[src/design/assert_macros.svh]
// assertion macros, included by the top-level core
`ifndef ASSERT_MACROS_SVH
`define ASSERT_MACROS_SVH

// implication checked every clock outside reset
`define ASSERT_IMP(label, clk, rst_n, ante, cons, msg) \
	label: assert property (@(posedge clk) disable iff (!rst_n) (ante) |-> (cons)) \
		else $error(msg);

// next-cycle implication checked outside reset
`define ASSERT_NEXT(label, clk, rst_n, ante, cons, msg) \
	label: assert property (@(posedge clk) disable iff (!rst_n) (ante) |=> (cons)) \
		else $error(msg);

`endif

[src/design/gsrm_pkg.sv]
// package: commands, field widths and shared types of the goal matcher
package gsrm_pkg;
	localparam logic [1:0] CMD_LOAD_ELEM = 2'd0;
	localparam logic [1:0] CMD_LOAD_HDR  = 2'd1;
	localparam logic [1:0] CMD_STEP      = 2'd2;
	localparam logic [1:0] CMD_CLEAR     = 2'd3;

	localparam int MAX_GOALS       = 64;
	localparam int MAX_PATTERN_LEN = 8;

	localparam int CODE_W   = 10;
	localparam int REWARD_W = 24;
	localparam int STEP_W   = 32;
	localparam int SREW_W   = 30;
	localparam int TOTAL_W  = 40;
	localparam int HITS_W   = 7;
	localparam int RT_W     = 16;
	localparam int GC_W     = 7;

	localparam logic [0:0] CFG_GOAL_COUNT    = 1'd0;
	localparam logic [0:0] CFG_RECOVERY_TIME = 1'd1;

	typedef logic [CODE_W-1:0] code_t;

	// control from the sequencer to the divider
	typedef struct packed {
		logic            start;
		logic [47:0]     dividend;
		logic [RT_W-1:0] divisor;
	} div_req_t;
endpackage

[src/design/gsrm_div.sv]
// restoring divider, one quotient bit per cycle
module gsrm_div (
	input  logic                  clk,
	input  logic                  arst_n,
	input  gsrm_pkg::div_req_t    req,
	output logic                  done,
	output logic [47:0]           quotient
);
	import gsrm_pkg::*;
	logic [47:0]     num_q;
	logic [RT_W:0]   rem_q;
	logic [RT_W-1:0] den_q;
	logic [5:0]      cnt_q;
	logic            busy_q;
	logic [RT_W:0]   trial;
	logic [RT_W:0]   diff;

	assign trial = {rem_q[RT_W-1:0], num_q[47]};
	assign diff  = trial - {1'b0, den_q};

	always_ff @(posedge clk or negedge arst_n) begin
		if (!arst_n) begin
			busy_q <= 1'b0;
			cnt_q  <= '0;
		end else if (req.start) begin
			busy_q <= 1'b1;
			cnt_q  <= 6'd47;
		end else if (busy_q) begin
			if (cnt_q == 6'd0) begin
				busy_q <= 1'b0;
			end
			cnt_q <= cnt_q - 6'd1;
		end
	end

	always_ff @(posedge clk) begin
		if (req.start) begin
			num_q <= req.dividend;
			den_q <= req.divisor;
			rem_q <= '0;
		end else if (busy_q) begin
			if (!diff[RT_W]) begin
				rem_q <= diff;
				num_q <= {num_q[46:0], 1'b1};
			end else begin
				rem_q <= trial;
				num_q <= {num_q[46:0], 1'b0};
			end
		end
	end

	assign done     = busy_q && (cnt_q == 6'd0);
	assign quotient = (!diff[RT_W]) ? {num_q[46:0], 1'b1} : {num_q[46:0], 1'b0};
endmodule

[config.mk]
export PLATFORM = sky130hd
export DESIGN_NAME = gsrm_div
export DESIGN_NICKNAME = d
export VERILOG_FILES = /design/src/design/assert_macros.svh /design/src/design/gsrm_pkg.sv /design/src/design/gsrm_div.sv
export SDC_FILE = /design/constraint.sdc
export NUM_CORES = 1
export LEC_CHECK = 0
export BUFFER_PORTS_ARGS = -buffer_cell sky130_fd_sc_hd__buf_2
export CAP_MARGIN = 20
export CORE_AREA = 5 5 112 114
export CTS_BUF_LIST = sky130_fd_sc_hd__clkbuf_4 sky130_fd_sc_hd__clkbuf_8
export CTS_CLUSTER_SIZE = 30
export DETAILED_ROUTE_END_ITERATION = 16
export DIE_AREA = 0 0 117 119
export GPL_TIMING_DRIVEN = 0
export PLACE_DENSITY = 0.7
export SLEW_MARGIN = 20
export SYNTH_ARGS = -nofsm -noshare
export SYNTH_HDL_FRONTEND = slang
export SYNTH_SLANG_ARGS = --single-unit
export TNS_END_PERCENT = 10
[constraint.sdc]
create_clock -name clk -period 8.16 [get_ports clk]
set_clock_uncertainty 0.05 [all_clocks]
set_input_delay 0.816 -clock clk [delete_from_list [all_inputs] [get_ports clk]]
set_output_delay 0.816 -clock clk [all_outputs]
set_load 0.02 [all_outputs]
==> flow_metrics.env <==
export IMPL_timing_fmax_mhz=253
export IMPL_clk_latency_ns=0.36
export IMPL_cts_resized=0
export IMPL_vias_per_cell=4.82
export IMPL_vdd_ir_drop_max_mv=0.120
export IMPL_rsz0062_at_grt="no"
export IMPL_synth_top_area_cell="edfxtp_1"
export IMPL_syn_area_um2=4770
export IMPL_crit_path_end_kind="primary output"
export IMPL_grt_ovfl_total=0
export IMPL_hold_buffers=0
export IMPL_place_ws_ns=4.66
export IMPL_cts_max_level=3
export IMPL_ys_top_cells_by_area="edfxtp_1 40%, mux2_2 11%, buf_4 7.6%"
export IMPL_avgRoutedWirePerCell_um=14.4
export IMPL_post_cts_setup_buffers=0
export IMPL_status="completed"
export IMPL_p_sw_uw=476
export IMPL_worstSetupPathType="reg2out"
export IMPL_hpwl_um=7670
export IMPL_final_cell_mix="117 x buf_2, 64 x edfxtp_1, 48 x buf_4"
export IMPL_p_leak_uw=0.00256
export IMPL_cp_max_fo=10
export IMPL_min_period_ns=3.95
export IMPL_final_period_utilization=0.484
export IMPL_dieArea_um2=13900
export IMPL_io_buffers=115
export IMPL_synth_edf_count=64
export IMPL_synth_warnings=0
export IMPL_final_core_util=0.506
export IMPL_min_path_type="in2async"
export IMPL_cts_buffers=9
export IMPL_ios=116
export IMPL_cellPowerDensity_nw_per_um2=245
export IMPL_swShare=0.339
export IMPL_setup_viol=0
export IMPL_dr_pass1_iters=4
export IMPL_cts_tree="built"
export IMPL_syn_num_nets=505
export IMPL_final_nets=632
export IMPL_grt_antenna_before_repair=0
export IMPL_placed_cells=678
export IMPL_crit_required_ns=7.29
export IMPL_layout_commonest_cell="buf_2"
export IMPL_cts_root_buf="clkbuf_8"
export IMPL_cts_sinks=87
export IMPL_p_seq_frac=0.421
export IMPL_rows=39
export IMPL_slew_violations=0
export IMPL_ys_ff_latch=87
export IMPL_worstPathArrival_ns=3.09
export IMPL_die_h_um=119
export IMPL_drtAntennaViolNets=0
export IMPL_cp_start_kind="flop"
export IMPL_p_clk_frac=0.204
export IMPL_place_congestion=0.905
export IMPL_clk_pin_slew_ns=0.08
export IMPL_fill_cells=1037
export IMPL_combPwrFrac=0.375
export IMPL_syn_avg_cell_area_um2=11.4
export IMPL_drt_iter0_drc=134
export IMPL_instances_no_fill=693
export IMPL_clockBufferDepth=2
export IMPL_ys_async_sr_fraction=0.0805
export IMPL_synth_top_area_share=0.403
export IMPL_die_width_um=117
export IMPL_seq_area_frac_synth=0.507
export IMPL_fin_setup_tns_ns=0
export IMPL_core_area_um2=11300
export IMPL_synth_ff_type="edfxtp_1"
export IMPL_tightest_slew_ns=0.655
export IMPL_power_uw=1400
export IMPL_drc_errors=0
export IMPL_drt_total_wl_um=9950
export IMPL_drive_above_1_share=0.427
export IMPL_grt_usage=0.144
export IMPL_grt_pass1_vias=3318
export IMPL_antenna_cells=0
export IMPL_netlist_instances=419
export IMPL_synth_cell_types=54
export IMPL_slew_headroom=0.552
export IMPL_start_util=0.421
export IMPL_grt_pass1_wl_um=15900
export IMPL_area_growth_pct=20.0
export IMPL_vias=3340
export IMPL_cap_violations=0
export IMPL_p_int_uw=928
export IMPL_grt_max_degree=27
export IMPL_worst_slack_ns=4.21
export IMPL_hold_viol=0
## cells by family after synthesis
group / share of synthesized area
xor gates and xnor gates: 0.0257
adders and majority gates: 0.0514
muxes: 0.117
and+or+nand+nor: 0.0945
DFF: 0.507
AOI/OAI and AO/OA: 0.0966
buffers and inverters: 0.108
## final cells by class
class	instances	area, µm²	share of cell area
flip-flops and latches	87	2420	0.422
multi-input cells	246	1840	0.321
repair buffers	116	596	0.104
plain buffers	61	419	0.0732
well taps	143	179	0.0313
clock buffers	10	131	0.0230
inverters	25	93.8	0.0164
clock inverters	5	50.0	0.00874
## synth_stat cells, drive strengths merged (2+ instances only)
cell / number
dfrtp: 7
mux2i: 3
a311oi: 9
xor2: 4
a21oi: 11
nor3: 4
a211oi: 3
xnor2: 10
o211ai: 2
nand3: 3
and3: 5
ha: 18
clkbuf: 4
or3: 4
dfxtp: 16
inv: 24
a21o: 4
nand2: 38
edfxtp: 64
buf: 57
nor2: 33
nor2b: 2
a31oi: 2
o21ai: 16
nand2b: 6
o21a: 3
mux2: 47
## worst paths after layout
| kind | endpoint | depth (start not counted) | start | slack (ns) |
|---|---|---|---|---|
| worst max-delay path | quotient[0] | 12 | num_q[47] | 4.21 |
| worst min-delay path | busy_q | 1 | arst_n | 0.22 |
| worst max register to register | rem_q[4] | 13 | num_q[47] | 5.12 |
| worst min register to register | rem_q[15] | 2 | rem_q[15] | 0.43 |
| max in group asynchronous | cnt_q[1] | 1 | arst_n | 7.68 |
| min in group clk | rem_q[15] | 2 | rem_q[15] | 0.43 |
## metal layers
metal | GRT usage | vias up | share of wire
li1 | - | 1698 | -
met1 | 0.191 | 1510 | 0.44
met2 | 0.229 | 120 | 0.45
met3 | 0.0314 | 12 | 0.093
met4 | 0.0538 | 0 | 0.014
met5 | 0 | - | 0
## worst max-delay path, stage by stage, from the launching register on
cell	delay [ns]
edfxtp_1	0.37
inv_1	0.06
ha_1	0.23
fa_1	0.39
nand2b_1	0.20
a21oi_1	0.26
o21a_1	0.22
a21oi_1	0.10
xor2_1	0.17
buf_6	0.16
inv_2	0.08
buf_2	0.26
buf_2	0.22
## registers in the layout (all words and copies together), names as in the netlist
name / count
num_q: 48
den_q: 16
rem_q: 16
cnt_q: 6
busy_q: 1
## through the flow
stage                     hold WS (ns)  instance area [µm²]
final                            0.223                 5720
after global routing             0.220                 5720
after CTS                        0.213                 5720
after detailed placement         0.428                 5540
after global placement           0.414                 5520
after floorplan                  0.388                 4770
## power groups by stage
stage	Clock (µW)	Combinational, µW	Sequential, µW
finish	287	526	591
CTS	297	529	591
floorplan	0	407	583
detailed placement	0	527	600
global placement	0	513	598
global route	312	588	599
(Power assumes the default switching activity.)
