<file path="config.mk">
export PLATFORM = sky130hd
export DESIGN_NAME = gsrm_hist_cell
export DESIGN_NICKNAME = d
export VERILOG_FILES = /design/src/design/assert_macros.svh /design/src/design/gsrm_pkg.sv /design/src/design/gsrm_hist_cell.sv
export SDC_FILE = /design/constraint.sdc
export NUM_CORES = 1
export LEC_CHECK = 0
export BUFFER_PORTS_ARGS = -buffer_cell sky130_fd_sc_hd__buf_2
export CORE_AREA = 5 5 42 44
export DETAILED_ROUTE_END_ITERATION = 10
export DIE_AREA = 0 0 47 49
export PLACE_DENSITY = 0.64
export SLEW_MARGIN = 15
export SYNTH_ARGS = -nofsm -noshare
export SYNTH_HDL_FRONTEND = slang
export SYNTH_SLANG_ARGS = --single-unit
</file>
<file path="constraint.sdc">
create_clock -name clk -period 0.9 [get_ports clk]
set_clock_uncertainty 0.05 [all_clocks]
set_input_delay 0.09 -clock clk [delete_from_list [all_inputs] [get_ports clk]]
set_output_delay 0.09 -clock clk [all_outputs]
set_load 0.03 [all_outputs]
</file>
<file path="src/design/assert_macros.svh">
// assertion macros, included by the top-level core
`ifndef ASSERT_MACROS_SVH
`define ASSERT_MACROS_SVH

// implication checked every clock outside reset
`define ASSERT_IMP(label, clk, rst_n, ante, cons, msg) \
	label: assert property (@(posedge clk) disable iff (!rst_n) (ante) |-> (cons)) \
		else $error(msg);

// next-cycle implication checked outside reset
`define ASSERT_NEXT(label, clk, rst_n, ante, cons, msg) \
	label: assert property (@(posedge clk) disable iff (!rst_n) (ante) |=> (cons)) \
		else $error(msg);

`endif

</file>
<file path="src/design/gsrm_pkg.sv">
// package: commands, field widths and shared types of the goal matcher
package gsrm_pkg;
	localparam logic [1:0] CMD_LOAD_ELEM = 2'd0;
	localparam logic [1:0] CMD_LOAD_HDR  = 2'd1;
	localparam logic [1:0] CMD_STEP      = 2'd2;
	localparam logic [1:0] CMD_CLEAR     = 2'd3;

	localparam int MAX_GOALS       = 64;
	localparam int MAX_PATTERN_LEN = 8;

	localparam int CODE_W   = 10;
	localparam int REWARD_W = 24;
	localparam int STEP_W   = 32;
	localparam int SREW_W   = 30;
	localparam int TOTAL_W  = 40;
	localparam int HITS_W   = 7;
	localparam int RT_W     = 16;
	localparam int GC_W     = 7;

	localparam logic [0:0] CFG_GOAL_COUNT    = 1'd0;
	localparam logic [0:0] CFG_RECOVERY_TIME = 1'd1;

	typedef logic [CODE_W-1:0] code_t;

	// control from the sequencer to the divider
	typedef struct packed {
		logic            start;
		logic [47:0]     dividend;
		logic [RT_W-1:0] divisor;
	} div_req_t;
endpackage

</file>
<file path="src/design/gsrm_hist_cell.sv">
// one history cell: holds one past action and passes it to its neighbor
module gsrm_hist_cell (
	input  logic               clk,
	input  logic               arst_n,
	input  logic               shift,
	input  logic               clear,
	input  gsrm_pkg::code_t    din,
	output gsrm_pkg::code_t    dout
);
	import gsrm_pkg::*;
	code_t val_q;

	always_ff @(posedge clk or negedge arst_n) begin
		if (!arst_n) begin
			val_q <= '0;
		end else if (clear) begin
			val_q <= '0;
		end else if (shift) begin
			val_q <= din;
		end
	end
	assign dout = val_q;
endmodule

</file>
==> results of run 1 <==
-- power by group through the flow --
stage               Combinational, mW  Sequential [mW]  Clock [mW]
floorplan                      0.0554            0.547           0
global placement                0.172            0.495           0
detailed placement              0.175            0.495           0
CTS                             0.212            0.493       0.418
global route                    0.225            0.497       0.438
finish                          0.209            0.493       0.410
-- layout make-up --
class                   count  area, µm²
well taps                  16      20.02
flip-flops and latches     10      250.2
clock buffers               4      36.28
repair buffers             25      195.2
multi-input cells          20      137.6
fillers                   135      762.0
-- worst paths after layout --
kind	start	to	slack, ns	cells past startpoint
worst max-delay path	dout[2]	dout[2]	-0.06	1
worst min-delay path	din[9]	dout[9]	0.01	3
worst max register to register	dout[7]	dout[7]	0.05	3
worst min register to register	dout[6]	dout[6]	0.50	2
max in group asynchronous	arst_n	dout[0]	0.45	2
min in group asynchronous	arst_n	dout[7]	0.15	2
-- placed cells by master, fill, tap and decap left out --
master	count
buf_2	13
dlygate4sd3_1	1
buf_4	1
clkbuf_4	3
nor2_1	10
mux2i_1	10
buf_6	10
clkbuf_8	1
dfrtp_1	10
-- per-layer routing --
metal / part of all wire [%] / vias up / routed length (µm) / track usage, %
met4: 1.5 / 0 / 14 / 5.530
met1: 41 / 162 / 395 / 12.33
li1: - / 158 / - / -
met2: 45 / 16 / 428 / 11.99
met3: 13 / 2 / 120 / 6.642
met5: 0 / - / 0 / 0
-- cells in the mapped netlist, drive strengths merged --
| library cell | number |
|---|---|
| dfrtp | 10 |
| mux2i | 10 |
| nor2 | 10 |
| buf | 2 |
-- kinds of logic after synthesis --
| logic type | after synthesis |
|---|---|
| buf+inv | 2 |
| simple gates | 10 |
| flops | 10 |
| mux | 10 |
-- through the flow --
stage	cell area [µm²]	utilization, %	hold WS, ns	power, mW
2_1_floorplan	402.9	-	-0.2556	0.6024
3_3_place_gp	523.0	37.32	-0.08995	0.6670
3_5_place_dp	523.0	37.32	-0.08877	0.6697
4_1_cts	639.4	45.63	0.01222	1.123
5_1_grt	639.4	45.63	0.03061	1.159
6_report	639.4	45.63	0.01140	1.113
-- what timing repair did --
action,4_1_cts,5_1_grt
hold buffers,1,0
buffers inserted,1,0
endpoints found under the setup margin,10,10
hold endpoints to repair,10,0
resized for setup,20,0
==> out/results.txt, run 1 <==
Outcome: finished with violations
Failing checks: setup timing
WS Path Type: flop to primary output
Flop and latch count out of synthesis: 10
Pin count of the biggest net entering global routing: 11
Required @ worst endpoint: 0.76 ns
Final WS setup: -0.06191 ns
Yosys top cell area share: 62.11%
Clk Latency, worst-skew pair: 0.26 ns
Post-synthesis adder-cell area fraction: 0%
Vias in the first global route: 355
Via count: 338
Worst-Margin Slew: 0.3020 ns
Die X: 47 µm
DR WL/cell: 12.79 µm
Yosys warns: 0
Switching portion of total power: 26.42%
Post-DR vias/cell: 4.507
Share of power burned in registers: 44.3%
Post-synth cell types: 5
Area leader, netlist: dfrtp_1
Multiplexer area fraction after synthesis: 24.84%
Fin. max-slew vios: 0
FP Rows: 14
Cell Pwr Density: 1740 mW/mm²
Final #Nets: 74
CP top delay family: flip-flops
Leakage: 0.3527 nW
First-pass GRT wire length: 1593 µm
Initial DRC Count: 1
Tcrit/Tclk final: 106.9%
Final hold vios: 0
Synth area leaders: dfrtp_1 62%, mux2i_1 25%, nor2_1 9.3%, buf_6 2.8%, buf_1 0.93%
Final Non-Filler Cells: 75
Die Area: 0.002303 mm²
Worst setup EP type: primary output
Tightest Hold Check Type: primary input to flop
Peak VDD IR: 1.179 mV
Pint: 0.8187 mW
Compound-Gate Fraction of Synth Area: 0%
Final min period: 0.9619 ns
Synth Cell Area: 402.9 µm²
CP Cell Sequence: buf_6
Core area: 0.001401 mm²
CTS tree: yes
GR Util All Layers: 9.765%
Main combinational cell family by area after synthesis: multiplexers
Gpl congestion: 0.5975
Placed Instances: 69
DRC Markers: 0
Syn nets: 46
Max reg flops: 10
# clock sinks: 10
Worst Path Buf+Inv: 1
Diode count: 0
H-tree depth: 1
Achievable frequency: 1.040 GHz
Final setup TNS: -0.4433 ns
Xor and xnor area share after synthesis: 0%
Layout cells sized above 1: 47.46%
CP peak stage delay: 0.40 ns
Die height: 49 µm
Cells after Synth: 32
CP max-delay cell: dfrtp_1
Clock network power share: 36.9%
Port Buffers: 23
RSZ-0062 raised after global routing: true
Clock tree buffer depth: 2
Final setup vio count: 10
Clock Pin Slew Worst Setup and Hold Paths: 0.07 ns
Part of the Yosys area used for sequential elements: 62.11%
WL final: 959 µm
Data arrival, critical path: 0.82 ns
Area Overhead vs Synth: 58.70%
Starting Density: 28.75%
GRT overflow: 0
P_sw: 0.2939 mW
Placement Setup Slack: 0.05227 ns
Simple-gate portion of the synthesized area: 9.317%
Max Cap Violations: 0
Avg Cell Area, Syn: 12.59 µm²
Post-DRT Antenna Nets: 0
Rel. slew slack: 79.87%
Initial antenna violation count: 0
Root Buffer: clkbuf_4
Drt pass-1 iters: 2
Crit-path max FO: 2
CTS buffer count: 3
Startpoint Class: flop
# IOs: 24
Logic pwr share: 18.8%
Note: power is estimated with default switching activity, not from simulation.
==> inputs of run 2 (changes only) <==
==> constraint.sdc (replaced) <==
create_clock -name clk -period 0.9 [get_ports clk]
set_clock_uncertainty 0.05 [all_clocks]
set_input_delay 0.27 -clock clk [delete_from_list [all_inputs] [get_ports clk]]
set_output_delay 0.27 -clock clk [all_outputs]
set_load 0.03 [all_outputs]
==> out/results.txt, run 2 (synthesized netlist as in run 1, its figures left out) <==
Post-DRT Antenna Nets: 0 (unchanged)
Pin count of the biggest net entering global routing: 11 (unchanged)
Startpoint Class: flop
Utilization after layout: 46.07% (+0.45 points)
HPWL Detailed: 641.1 µm
Final min period: 1.111 ns (+0.1486 ns)
RSZ-0062 raised after global routing: true
CP Cell Sequence: buf_6
Crit-path max FO: 2 (unchanged)
CP max-delay cell: dfrtp_1
Die Area: 0.002303 mm² (unchanged)
Gpl congestion: 0.5865 (-1.8%)
Drt pass-1 iters: 1 (-1)
Initial antenna violation count: 0 (unchanged)
CTS buffer count: 3 (unchanged)
Clock Pin Slew Worst Setup and Hold Paths: 0.06 ns (about the same)
Cell Pwr Density: 1539 mW/mm² (-12%)
Final #Nets: 75 (+1.4%)
Die X: 47 µm (unchanged)
Total power: 0.9937 mW (-11%)
Final WS setup: -0.2105 ns (-0.1486 ns)
Peak VDD IR: 0.7299 mV (-38%)
Outcome: finished with violations
Worst-Margin Slew: 0.2188 ns (-0.08324 ns)
Root Buffer: clkbuf_4
Rel. slew slack: 85.42% (+5.5 points)
Reg area: 250.2 µm² (unchanged)
CP top delay family: flip-flops
Data arrival, critical path: 0.79 ns (-0.03 ns)
WL final: 849 µm (-11%)
Initial DRC Count: 0 (-1)
Fill cells: 143 (+5.9%)
Clk Latency, worst-skew pair: 0.25 ns (about the same)
DR WL/cell: 11.32 µm (-11%)
Achievable frequency: 0.9005 GHz (-13%)
Commonest non-fill, non-tap cell in the layout: buf_2
Port Buffers: 23 (unchanged)
GR Util All Layers: 8.048% (-1.7 points)
Setup slack, reg-to-reg: 0.06 ns (about the same)
Core area: 0.001401 mm² (unchanged)
WHS: 0.2128 ns (+0.2014 ns)
FP Rows: 14 (unchanged)
Final setup vio count: 10 (unchanged)
Commonest cells after routing, fill and taps aside: 13 x buf_2, 10 x mux2i_1, 10 x nor2_1, 10 x dfrtp_1, 10 x buf_6
# IOs: 24 (unchanged)
# clock sinks: 10 (unchanged)
Multi-input logic area: 137.6 µm² (unchanged)
Fin. max-slew vios: 0 (unchanged)
Required @ worst endpoint: 0.58 ns (-0.18 ns)
H-tree depth: 1 (unchanged)
Max reg flops: 10 (unchanged)
Clock tree buffer depth: 2 (unchanged)
CP peak stage delay: 0.39 ns (about the same)
Post-DR vias/cell: 4.173 (-7.4%)
GRT overflow: 0 (unchanged)
CTS tree: yes
Tcrit/Tclk final: 123.4% (+17 points)
DRC Markers: 0 (unchanged)
Diode count: 0 (unchanged)
Worst Path Buf+Inv: 1 (unchanged)
Worst setup EP type: primary output
Vias in the first global route: 344 (-3.1%)
Layout cells sized above 1: 47.46% (unchanged)
Tightest Hold Check Type: primary input to flop
First-pass GRT wire length: 1380 µm (-13%)
Via count: 313 (-7.4%)
Die height: 49 µm (unchanged)
Leakage: 0.3549 nW (+0.63%)
Max Cap Violations: 0 (unchanged)
WS Path Type: flop to primary output
Area Overhead vs Synth: 60.25%
Starting Density: 28.75% (unchanged)
Failing checks: setup timing
Final hold vios: 0 (unchanged)
Placement Setup Slack: -0.03901 ns (-0.09128 ns)
==> run 2: final timing paths <==
check	depth (start not counted)	endpoint	start
worst min register to register	2	dout[6]	dout[6]
worst min-delay path	3	dout[6]	din[6]
max in group asynchronous	2	dout[1]	arst_n
worst max register to register	3	dout[1]	dout[1]
worst max-delay path	1	dout[3]	dout[3]
min in group asynchronous	2	dout[5]	arst_n
==> run 2: area by class of cell <==
type	count	area share (%)
timing repair buffer	26	33.33
clock buffer	3	3.488
tap	16	3.101
multi-input combinational	20	21.32
sequential	10	38.76
==> run 2: timing repair <==
| item | 4_1_cts | 5_1_grt |
|---|---|---|
| endpoints found under the hold margin | 10 | 0 |
| gates cloned | 0 | 0 |
| gates resized for setup | 20 | 0 |
| setup endpoints to repair | 10 | 10 |
| hold buffers | 1 | 0 |
| setup buffers | 0 | 1 |
==> run 2: power breakdown <==
part,internal (mW),total [mW],switching (mW),leakage [nW]
Clock,0.153,0.283,0.130,0.0138
Sequential,0.475,0.493,0.0184,0.133
Combinational,0.107,0.217,0.110,0.208
Total,0.735,0.994,0.258,0.355
==> run 2: layer usage <==
layer | global-route usage (%) | vias to the layer above | share of wire, %
met5 | 0 | - | 0
met4 | 4.147 | 0 | 0
met3 | 2.583 | 0 | 7.4
met2 | 11.31 | 14 | 47
met1 | 10.71 | 140 | 45
li1 | - | 159 | -
==> run 2: metrics by stage <==
stage                     cells  TNS [ns]  area [µm²]
after CTS                    74    -2.156       638.1
after global routing         75    -2.350       645.6
after floorplan              32         0       402.9
after detailed placement     70   -0.2477       543.0
final                        75    -2.037       645.6
after global placement       70   -0.1393       543.0
